$ cat src/design/cbpg_pkg.sv
`timescale 1ns / 1ps
// ----------------------------------------------------------------------------
// cbpg_pkg
// Shared types and constants of the color bar pattern generator.
// ----------------------------------------------------------------------------
package cbpg_pkg;

  localparam int NUM_BARS    = 8;
  localparam int BAR_W       = 3;
  localparam int ADDR_W      = 24;
  localparam int COLOR_W     = 32;
  localparam int CFG_DIM_W   = 13;
  localparam int CFG_DATA_W  = 64;
  localparam int CFG_INDEX_W = 3;
  localparam int PIB_W       = 10;
  localparam int EXTRA_W     = 3;
  localparam int MIN_WIDTH   = 8;

  // reset values of the configuration registers
  localparam logic [CFG_DIM_W-1:0]  RST_FRAME_WIDTH  = 13'd1080;
  localparam logic [CFG_DIM_W-1:0]  RST_FRAME_HEIGHT = 13'd720;
  localparam logic [CFG_DIM_W-1:0]  RST_LINE_STRIDE  = 13'd1090;
  localparam logic [CFG_DATA_W-1:0] RST_COLORS_0_1   = 64'd8589934593;
  localparam logic [CFG_DATA_W-1:0] RST_COLORS_2_3   = 64'd17179869187;
  localparam logic [CFG_DATA_W-1:0] RST_COLORS_4_5   = 64'd25769803781;
  localparam logic [CFG_DATA_W-1:0] RST_COLORS_6_7   = 64'd34359738375;

  typedef enum logic [CFG_INDEX_W-1:0] {
    REG_FRAME_WIDTH  = 3'd0,
    REG_FRAME_HEIGHT = 3'd1,
    REG_LINE_STRIDE  = 3'd2,
    REG_COLORS_0_1   = 3'd3,
    REG_COLORS_2_3   = 3'd4,
    REG_COLORS_4_5   = 3'd5,
    REG_COLORS_6_7   = 3'd6
  } cfg_reg_t;

  typedef struct packed {
    logic [CFG_DIM_W-1:0] frame_width;
    logic [CFG_DIM_W-1:0] frame_height;
    logic [CFG_DIM_W-1:0] line_stride;
  } frame_cfg_t;

  typedef struct packed {
    logic [ADDR_W-1:0] pixel_address;
    logic [BAR_W-1:0]  bar_index;
    logic              write_valid;
    logic              end_of_line;
    logic              end_of_frame;
    logic              config_error;
  } scan_result_t;

endpackage

$ cat src/design/cbpg_scan.sv
`timescale 1ns / 1ps
// ----------------------------------------------------------------------------
// cbpg_scan
// Raster scan state: column, line, bar position and buffer address, advanced
// by one pixel per accepted request.
// ----------------------------------------------------------------------------
module cbpg_scan #(
  parameter int MAX_LINE_PIXELS = 4096,
  parameter int MAX_LINES       = 4096
) (
  input  logic                   clk,
  input  logic                   rst,
  input  logic                   advance,
  input  logic                   restart,
  input  cbpg_pkg::frame_cfg_t   cfg,
  output cbpg_pkg::scan_result_t result
);
  import cbpg_pkg::*;

  localparam int COL_W  = (MAX_LINE_PIXELS > 1) ? $clog2(MAX_LINE_PIXELS) : 1;
  localparam int LINE_W = (MAX_LINES > 1) ? $clog2(MAX_LINES) : 1;
  localparam int WP_W   = $clog2(MAX_LINE_PIXELS + 1);
  localparam int HP_W   = $clog2(MAX_LINES + 1);
  localparam int WEFF_W = (WP_W > CFG_DIM_W) ? WP_W : CFG_DIM_W;
  localparam int HEFF_W = (HP_W > CFG_DIM_W) ? HP_W : CFG_DIM_W;
  localparam int CMP_W  = (WEFF_W > PIB_W + 1) ? WEFF_W : PIB_W + 1;
  localparam logic [PIB_W-1:0] PIB_MAX = {PIB_W{1'b1}};

  logic [BAR_W-1:0]   bar_index,   bar_index_next;
  logic [PIB_W-1:0]   pixel_in_bar, pixel_in_bar_next;
  logic [EXTRA_W-1:0] extra_left,  extra_left_next;
  logic [LINE_W-1:0]  line_number, line_number_next;
  logic [ADDR_W-1:0]  line_base,   line_base_next;
  logic [COL_W-1:0]   column,      column_next;

  logic               cfg_err, origin;
  logic [BAR_W-1:0]   cur_bar;
  logic [PIB_W-1:0]   cur_pib;
  logic [EXTRA_W-1:0] cur_extra, extra_eff;
  logic [LINE_W-1:0]  cur_line;
  logic [ADDR_W-1:0]  cur_base;
  logic [COL_W-1:0]   cur_col;
  logic [WEFF_W-1:0]  width_ext, weff, col_inc, bw, bar_len;
  logic [HEFF_W-1:0]  height_ext, heff_clamp, heff, line_inc;
  logic [EXTRA_W-1:0] rem;
  logic               eol, eof, bar_done;

  assign cfg_err = (cfg.frame_width < CFG_DIM_W'(MIN_WIDTH)) ||
                   (cfg.line_stride < cfg.frame_width);
  assign origin  = restart || cfg_err;

  assign cur_bar   = origin ? '0 : bar_index;
  assign cur_pib   = origin ? '0 : pixel_in_bar;
  assign cur_extra = origin ? '0 : extra_left;
  assign cur_line  = origin ? '0 : line_number;
  assign cur_base  = origin ? '0 : line_base;
  assign cur_col   = origin ? '0 : column;

  // oversized dimensions clamp to the maximum, zero height is one line
  assign width_ext  = WEFF_W'(cfg.frame_width);
  assign weff       = (width_ext > WEFF_W'(MAX_LINE_PIXELS)) ? WEFF_W'(MAX_LINE_PIXELS)
                                                             : width_ext;
  assign height_ext = HEFF_W'(cfg.frame_height);
  assign heff_clamp = (height_ext > HEFF_W'(MAX_LINES)) ? HEFF_W'(MAX_LINES) : height_ext;
  assign heff       = (heff_clamp == '0) ? HEFF_W'(1) : heff_clamp;

  assign bw  = weff >> 3;
  assign rem = weff[EXTRA_W-1:0];

  assign extra_eff = (cur_col == '0) ? rem : cur_extra;
  assign col_inc   = WEFF_W'(cur_col) + WEFF_W'(1);
  assign line_inc  = HEFF_W'(cur_line) + HEFF_W'(1);
  assign eol       = col_inc >= weff;
  assign eof       = eol && (line_inc >= heff);
  assign bar_len   = bw + ((extra_eff != '0) ? WEFF_W'(1) : '0);
  assign bar_done  = (CMP_W'(cur_pib) + CMP_W'(1)) >= CMP_W'(bar_len);

  always_comb begin
    result.pixel_address = cfg_err ? '0 : cur_base + ADDR_W'(cur_col);
    result.bar_index     = cur_bar;
    result.write_valid   = !cfg_err;
    result.end_of_line   = !cfg_err && eol;
    result.end_of_frame  = !cfg_err && eof;
    result.config_error  = cfg_err;
  end

  always_comb begin
    bar_index_next    = cur_bar;
    pixel_in_bar_next = cur_pib;
    extra_left_next   = extra_eff;
    line_number_next  = cur_line;
    line_base_next    = cur_base;
    column_next       = cur_col;
    if (cfg_err) begin
      extra_left_next = '0;
    end else if (eol) begin
      column_next       = '0;
      bar_index_next    = '0;
      pixel_in_bar_next = '0;
      extra_left_next   = rem;
      if (eof) begin
        line_number_next = '0;
        line_base_next   = '0;
      end else begin
        line_number_next = line_inc[LINE_W-1:0];
        line_base_next   = cur_base + ADDR_W'(cfg.line_stride);
      end
    end else begin
      column_next = col_inc[COL_W-1:0];
      if (bar_done && (cur_bar < BAR_W'(NUM_BARS - 1))) begin
        bar_index_next    = cur_bar + BAR_W'(1);
        pixel_in_bar_next = '0;
        if (extra_eff != '0) begin
          extra_left_next = extra_eff - EXTRA_W'(1);
        end
      end else if (cur_pib < PIB_MAX) begin
        pixel_in_bar_next = cur_pib + PIB_W'(1);
      end
    end
  end

  always_ff @(posedge clk) begin
    if (rst) begin
      bar_index    <= '0;
      pixel_in_bar <= '0;
      extra_left   <= '0;
      line_number  <= '0;
      line_base    <= '0;
      column       <= '0;
    end else if (advance) begin
      bar_index    <= bar_index_next;
      pixel_in_bar <= pixel_in_bar_next;
      extra_left   <= extra_left_next;
      line_number  <= line_number_next;
      line_base    <= line_base_next;
      column       <= column_next;
    end
  end

endmodule

$ cat src/design/color_bar_pattern_generator.sv
`timescale 1ns / 1ps
// ----------------------------------------------------------------------------
// color_bar_pattern_generator
// Eight vertical color bars written into a strided frame buffer, one pixel
// write per accepted request.
// ----------------------------------------------------------------------------
//  channel  | handshake            | payload
//  ---------+----------------------+---------------------------------------
//  request  | req_valid, req_stall | restart
//  pixel    | pix_valid, pix_stall | pixel_address, pixel_color, write_valid,
//           |                      | end_of_line, end_of_frame, config_error
//  config   | cfg_write            | cfg_index, cfg_data
//
// One pixel per cycle while the output is not stalled; a request's result is in the output
// register in the cycle after it is accepted. The scan state update is a single pass of column and
// address adders, so a request is taken every cycle the output can move.
// req_stall is high only while a held pixel is stalled.
// Reset puts the scan at the frame origin and loads default registers.
module color_bar_pattern_generator #(
  parameter int MAX_LINE_PIXELS = 4096,
  parameter int MAX_LINES       = 4096
) (
  input  logic                             clk,
  input  logic                             rst,
  input  logic                             req_valid,
  output logic                             req_stall,
  input  logic                             restart,
  output logic                             pix_valid,
  input  logic                             pix_stall,
  output logic [cbpg_pkg::ADDR_W-1:0]      pixel_address,
  output logic [cbpg_pkg::COLOR_W-1:0]     pixel_color,
  output logic                             write_valid,
  output logic                             end_of_line,
  output logic                             end_of_frame,
  output logic                             config_error,
  input  logic                             cfg_write,
  input  logic [cbpg_pkg::CFG_INDEX_W-1:0] cfg_index,
  input  logic [cbpg_pkg::CFG_DATA_W-1:0]  cfg_data
);
  import cbpg_pkg::*;

  frame_cfg_t            cfg;
  logic [CFG_DATA_W-1:0] colors [NUM_BARS/2];
  scan_result_t          res;
  logic                  accept;
  logic [CFG_DATA_W-1:0] color_pair;
  logic [COLOR_W-1:0]    color_sel;

  assign req_stall = pix_valid && pix_stall;
  assign accept    = req_valid && !req_stall;

  always_ff @(posedge clk) begin
    if (rst) begin
      cfg.frame_width  <= RST_FRAME_WIDTH;
      cfg.frame_height <= RST_FRAME_HEIGHT;
      cfg.line_stride  <= RST_LINE_STRIDE;
      colors[0]        <= RST_COLORS_0_1;
      colors[1]        <= RST_COLORS_2_3;
      colors[2]        <= RST_COLORS_4_5;
      colors[3]        <= RST_COLORS_6_7;
    end else if (cfg_write) begin
      unique case (cfg_reg_t'(cfg_index))
        REG_FRAME_WIDTH:  cfg.frame_width  <= cfg_data[CFG_DIM_W-1:0];
        REG_FRAME_HEIGHT: cfg.frame_height <= cfg_data[CFG_DIM_W-1:0];
        REG_LINE_STRIDE:  cfg.line_stride  <= cfg_data[CFG_DIM_W-1:0];
        REG_COLORS_0_1:   colors[0]        <= cfg_data;
        REG_COLORS_2_3:   colors[1]        <= cfg_data;
        REG_COLORS_4_5:   colors[2]        <= cfg_data;
        REG_COLORS_6_7:   colors[3]        <= cfg_data;
        default: ;
      endcase
    end
  end

  cbpg_scan #(
    .MAX_LINE_PIXELS(MAX_LINE_PIXELS),
    .MAX_LINES      (MAX_LINES)
  ) u_scan (
    .clk    (clk),
    .rst    (rst),
    .advance(accept),
    .restart(restart),
    .cfg    (cfg),
    .result (res)
  );

  // odd bars sit in the upper half of each pair
  assign color_pair = colors[res.bar_index[BAR_W-1:1]];
  assign color_sel  = res.config_error ? '0 :
                      res.bar_index[0] ? color_pair[CFG_DATA_W-1:COLOR_W]
                                       : color_pair[COLOR_W-1:0];

  always_ff @(posedge clk) begin
    if (rst) begin
      pix_valid <= 1'b0;
    end else if (accept) begin
      pix_valid <= 1'b1;
    end else if (!pix_stall) begin
      pix_valid <= 1'b0;
    end
  end

  always_ff @(posedge clk) begin
    if (accept) begin
      pixel_address <= res.pixel_address;
      pixel_color   <= color_sel;
      write_valid   <= res.write_valid;
      end_of_line   <= res.end_of_line;
      end_of_frame  <= res.end_of_frame;
      config_error  <= res.config_error;
    end
  end

endmodule

$ cat config.mk
export PLATFORM = sky130hd
export DESIGN_NAME = color_bar_pattern_generator
export DESIGN_NICKNAME = d
export VERILOG_FILES = /design/src/design/cbpg_pkg.sv /design/src/design/cbpg_scan.sv /design/src/design/color_bar_pattern_generator.sv
export SDC_FILE = /design/constraint.sdc
export NUM_CORES = 1
export LEC_CHECK = 0
export BUFFER_PORTS_ARGS = -buffer_cell sky130_fd_sc_hd__buf_2
export CAP_MARGIN = 20
export CORE_ASPECT_RATIO = 2
export CORE_MARGIN = 3
export CORE_UTILIZATION = 50
export CTS_CLUSTER_SIZE = 20
export DETAILED_ROUTE_END_ITERATION = 8
export GPL_TIMING_DRIVEN = 0
export PLACE_DENSITY_LB_ADDON = 0.1
export SYNTH_ARGS = -nofsm -noshare
export SYNTH_HDL_FRONTEND = slang
export SYNTH_SLANG_ARGS = --single-unit
$ cat constraint.sdc
create_clock -name clk -period 11.2 [get_ports clk]
set_input_delay 2.24 -clock clk [delete_from_list [all_inputs] [get_ports clk]]
set_output_delay 2.24 -clock clk [all_outputs]
set_load 0.03 [all_outputs]
**Yosys cells after proc, flatten, opt, wreduce, memory -nomap -nowiden**

Memory sizes are Yosys's and may differ from the RTL's.
Cells that the tools add are included.

- Register bits: 164
- Latch bits: 0
- RAM bits: 256
- Memory bits (read-only): 0
- Input bits: 73
- Output and inout bits: 62
- Word-level logic and storage cells: 118
- Memories: 1

Memories:

| memory | words | width | read ports | clocked after Yosys merged registers in | write ports | line | source |
|---|---|---|---|---|---|---|---|
| colors | 4 | 64 | 1 | 0 | 4 | color_bar_pattern_generator.sv:43 | `logic [CFG_DATA_W-1:0] colors [NUM_BARS/2];` |

- Add/subtract/negate cells: 9
- Multipliers: 0
- Div/mod/pow operators: 0
- $lt $le $gt $ge: 9
- Eq/ne operators: 7
- Shift-type cells: 0
- Multiplexer cells: 55
- Bitwise operators: 4
- Reduce and logical (&&, ||, !) cells: 17

Operator list:

| operator | count |
|---|---|
| $mux W64 | 4 |
| $mux W24 | 4 |
| $mux W12 | 7 |
| $mux W10 | 5 |
| $ge A13 B13 Y1 | 3 |
| $mux W13 | 3 |
| $mux W32 | 1 |
| $mux W3 | 10 |
| $add A12 B1 Y13 const B | 2 |
| $gt A13 B13 Y1 const B | 2 |
| $add A24 B12 Y24 | 1 |
| $add A24 B13 Y24 | 1 |
| $mux W1 | 21 |
| $add A10 B13 Y13 | 1 |
| $logic_not A13 Y1 | 1 |
| $lt A13 B13 Y1 | 1 |
| $lt A13 B4 Y1 const B | 1 |
| $logic_not A12 Y1 | 1 |
| $add A10 B1 Y11 const B | 1 |
| $add A10 B1 Y10 const B | 1 |
| $lt A10 B10 Y1 const B | 1 |
| $eq A3 B3 Y1 const B | 3 |
| $eq A3 B2 Y1 const B | 2 |
| $logic_and A1 B1 Y1 | 6 |
| other kinds (11) | 18 |

**Longest topological paths before layout**

- Depth after elaboration: 14
- Mapped depth: 34
- Depth with buffers taken out: 31

**Modules after synthesis**

From an unflattened synthesis, not the netlist that was laid out.

- Cells, all modules: 1835
- Area total of the unflattened synthesis: 21391.8 sq um

By module, submodules not included:

| module | instances | cells an instance | area an instance (sq um) | sequential area each (sq um) |
|---|---|---|---|---|
| color_bar_pattern_generator | 1 | 937 | 14724.1 | 10289.9 |
| cbpg_scan | 1 | 898 | 6667.6 | 1281.2 |

**Least setup slack after synthesis**

OpenSTA, ideal clock, no wires.

- Path kind: input to register
- From: input port cfg_write
- To: memory colors[1][0], enable pin
- Setup time: 0.582 ns
- Arrival: 7.093 ns
- Data required time: 10.618 ns
- Path slack: 3.525 ns
- Stages on the path: 2
- Path buffers: 0
- Path through: nand2_1 > o31ai_1

RTL lines:

| element | line | source |
|---|---|---|
| start, declared | color_bar_pattern_generator.sv:36 | `input logic cfg_write,` |
| end, declared | color_bar_pattern_generator.sv:43 |  |

**Final worst setup path**

- From: input port restart
- To: register u_scan.pixel_in_bar[8]

- Word-level cells in the longest chain between the ends: 12
- Elaborated cells on any way between the ends: 22
- Classes of those cells: 4 x add/sub; 4 x order compare; 10 x mux; 4 x reduce/logical

Ends and longest elaborated chain:

| element | line | source |
|---|---|---|
| start, declared | color_bar_pattern_generator.sv:27 | `input logic restart,` |
| $logic_or A1 B1 Y1 * | cbpg_scan.sv:50 | `assign origin = restart \|\| cfg_err;` |
| $mux W12 | cbpg_scan.sv:57 | `assign cur_col = origin ? '0 : column;` |
| $logic_not A12 Y1 | cbpg_scan.sv:70 | `assign extra_eff = (cur_col == '0) ? rem : cur_extra;` |
| $mux W3 | cbpg_scan.sv:70 |  |
| $reduce_bool A3 Y1 | cbpg_scan.sv:75 | `assign bar_len = bw + ((extra_eff != '0) ? WEFF_W'(1) : '0);` |
| $mux W1 | cbpg_scan.sv:75 |  |
| $add A10 B13 Y13 | cbpg_scan.sv:75 |  |
| $ge A13 B13 Y1 | cbpg_scan.sv:76 | `assign bar_done = (CMP_W'(cur_pib) + CMP_W'(1)) >= CMP_W'(bar_len);` |
| $logic_and A1 B1 Y1 | cbpg_scan.sv:110 | `if (bar_done && (cur_bar < BAR_W'(NUM_BARS - 1))) begin` |
| $mux W10 | cbpg_scan.sv:110 |  |
| $mux W10 | cbpg_scan.sv:96 | `end else if (eol) begin` |
| $mux W10 * | cbpg_scan.sv:94 | `if (cfg_err) begin` |
| end signal, assigned | cbpg_scan.sv:132 | `pixel_in_bar <= pixel_in_bar_next;` |
| end, declared | cbpg_scan.sv:30 | `logic [PIB_W-1:0] pixel_in_bar, pixel_in_bar_next;` |

Mark *: on every way between the ends. The rest lies on a longest branch, timed or not.
A chain may end at the register's enable or synchronous reset.

==> reports/results.tsv <==
stage	metric	value	unit
worst_setup_path	Critical Path Max Stage Delay	0.43	ns
worst_setup_path	worst r2r path cells	33	
detailed_routing	DRC	0	
timing	hold slack	0.482	ns
die	Die H	300	um
worst_setup_path	reg2reg start	cfg[38]	
timing	setup ws final	2.75	ns
clock_network	Root Driver	clkbuf_16	
clock_network	post-cts gate resize count	0	
worst_setup_path	worst flop-to-flop path endpoint	u_scan.pixel_in_bar[8]	
worst_setup_path	crit path max fanout	10	
worst_setup_path	critical path type	in -> reg	
global_routing	Congestion Overflow GR	0	
clock_network	Longest Clk Path Bufs	3	
die	starting density of the core	50.8	%
worst_setup_path	crit path DAT	8.91	ns
detailed_routing	via count	16028	
clock_network	Clock Latency Late Sink	0.56	ns
clock_network	CTS tree	built	
detailed_routing	vias per cell	5.89	
pwr	maximum vdd drop	0.000119	V
synth	YS warnings	0	
timing	Tmin final	8.45	ns
timing	Final Hold Viols	0	
detailed_routing	WL/cell	23.6	um
timing	RSZ-0062 raised after global routing	false	
detailed_routing	initial drt markers	813	
global_routing	vias in the first global route	16634	
clock_network	Post-CTS Setup Inserts	0	
timing	Least-Margin Pin Slew	0.979	ns
synth	post-synthesis sequential area ratio	53.4	%
place	pre-CTS WS	2.28	ns
worst_setup_path	crit end category	flip-flop	
global_routing	Tot GR Track Use	27.5	%
synth	synthesized flop and latch total	420	
min_path	Hold Crit Start	cfg[37]	
place	Inst Count DP	2648	
global_routing	largest net degree at the start of global routing	47	
run_status	status	finished clean	
cells_and_area	Layout area overhead	13.7	%
die	core region area	42700	sq um
job	Max-cap violations	0	
place	Final GP Congestion	0.961	
synth	synthesized cell area	21700	sq um
timing	# setup viols final	0	
die	Core Rows	107	
timing	Final period util	75.4	%
die	I/O pin total	135	
min_path	hold path endpoint	cfg[37]	
synth	count of different cell masters after synthesis	80	
clock_network	clock sinks	420	
timing	Fmax	118	MHz
detailed_routing	routed wire length	64.4	mm
global_routing	first-pass GRT wire length	96.9	mm
die	die area	46000	sq um
timing	clk_skew	0.0177	ns
clock_network	CTS Buf Count	38	
synth	EDFF count, synth	316	
worst_setup_path	CP Launch Type	input port	
synth	Syn Area/Cell	11.1	sq um
min_path	WHS Path Cells	2	
place	port bufs	134	
pwr	Pwr per Cell Area	140	nW/um^2
cells_and_area	Core Util, Final	57.7	%
synth	Mapped Nets	2114	
timing	Slew Limit Fails	0	
clock_network	htree depth	2	
place	post-detail-place hpwl	48.5	mm
detailed_routing	1st-pass router iterations	5	
clock_network	Worst-path clk slew	0.07	ns
worst_setup_path	critical path's slowest cell	clkbuf_1	
worst_setup_path	Crit path top cell by count	ha_1	
synth	asr flop ratio synth	0	%
cells_and_area	Finished Layout Cells	2721	
clock_network	Post-CTS Hold Buffers	0	
worst_setup_path	Req. time, crit path	11.67	ns
worst_setup_path	R2R setup slack	2.90	ns
die	DIE WIDTH	153	um
synth	Main synth FF type	edfxtp_1	
timing	Worst slew margin	34.8	%
min_path	Min-Delay Path Class	reg -> reg	
cells_and_area	Layout Nets	2302	
pwr	Leakage	9.18	nW
detailed_routing	Post-DRT Antenna Nets	0	
synth	Syn Inst Count	1955	
global_routing	initial antenna violation count	5	
cells_and_area	share of layout cells above drive strength 1	14.7	%
Yosys cell counts, types with 35 or more instances:
master    instances  share of area, %
edfxtp_1        316                44
nor2_1          141               2.4
mux2_2           66               3.4
o21ai_0          36              0.83
clkbuf_1         87               1.5
nand2_1         156               2.7
a21oi_1         112               2.6
xnor2_1          38               1.5
ha_1             84               4.8
mux2i_1          35               1.6
a22oi_1          36               1.2
and2_1          278               8.0
inv_1            49              0.85
nand3_1          44               1.0
dfxtp_1         104               9.6
cell families (layout without fill, tap and decap cells):
family          Yosys count  in the layout  share of synthesized area (%)
fa+ha+maj                86             86                           5.03
simple gates            736            736                           17.7
compound gates          359            359                           11.7
other cells               1              5                         0.0173
xor+xnor                 61             61                           2.46
mux                     133            133                           6.81
flops                   420            420                           53.4
buf+inv                 159            376                           2.93
layout make-up:
type | count | area (sq um)
sequential | 420 | 11600
buffer | 109 | 450
multi-input combinational | 1376 | 9520
antenna | 4 | 10.0
fill | 3647 | 18100
timing repair buffer | 148 | 981
clock inverter | 25 | 235
clock buffer | 44 | 995
tap | 545 | 682
inverter | 50 | 188
cells in the final DEF, fill, tap and decap left out, types with 36 or more instances in the layout:
cell / instances
edfxtp_1: 316
xnor2_1: 38
a22oi_1: 36
clkbuf_16: 39
nand2_1: 155
buf_2: 141
mux2_2: 66
a21oi_1: 112
clkbuf_1: 91
nand3_1: 44
dfxtp_1: 104
inv_1: 49
and2_1: 278
nor2_1: 141
ha_1: 84
how the worst max path moves through the flow:
stage / startpoint / slack [ns] / end
6_report: restart / 2.75 / u_scan.pixel_in_bar[8]
5_1_grt: restart / 2.47 / u_scan.pixel_in_bar[4]
4_1_cts: restart / 2.85 / u_scan.pixel_in_bar[8]
3_5_place_dp: restart / 2.28 / u_scan.pixel_in_bar[3]
3_3_place_gp: cfg_write / -0.60 / colors[1][18]
2_1_floorplan: cfg_write / 3.53 / colors[1][0]
through the flow:
step / power [mW] / TNS (ns) / instance area (sq um)
after detailed placement: 2.17 / 0 / 23400
after global routing: 3.57 / 0 / 24600
final: 3.46 / 0 / 24600
after floorplan: 2.02 / 0 / 21700
after global placement: 2.16 / -63.48 / 23000
after CTS: 3.48 / 0 / 24600
sequential cells by signal, indices dropped and copies added, names as in the netlist:
register	cells
colors	256
cfg	39
pixel_color	32
pixel_address	24
u_scan.line_base	24
u_scan.column	12
u_scan.line_number	12
u_scan.pixel_in_bar	10
u_scan.bar_index	3
u_scan.extra_left	3
config_error	1
end_of_frame	1
end_of_line	1
pix_valid	1
write_valid	1
critical path, delay by kind of cell:
family          cells  cell delay, ns
compound gates      8            1.97
xor+xnor            1            0.25
simple gates        7            1.34
fa+ha+maj           6            1.42
buf+inv             8            1.70
routing by layer:
layer	global-route usage (%)	wire length [um]	vias to the layer above
met2	53.2	35600	505
met4	16.3	4290	2
met3	3.11	2620	207
li1	-	-	7460
met1	27.8	21800	7854
met5	0	13	-
power breakdown:
part / internal, mW / switching (mW) / total (mW) / leakage [nW]
sequential: 1.76 / 0.0254 / 1.79 / 3.92
combinational: 0.103 / 0.245 / 0.348 / 4.67
clock: 0.732 / 0.593 / 1.33 / 0.592
Power figures use the tool's default switching activity.
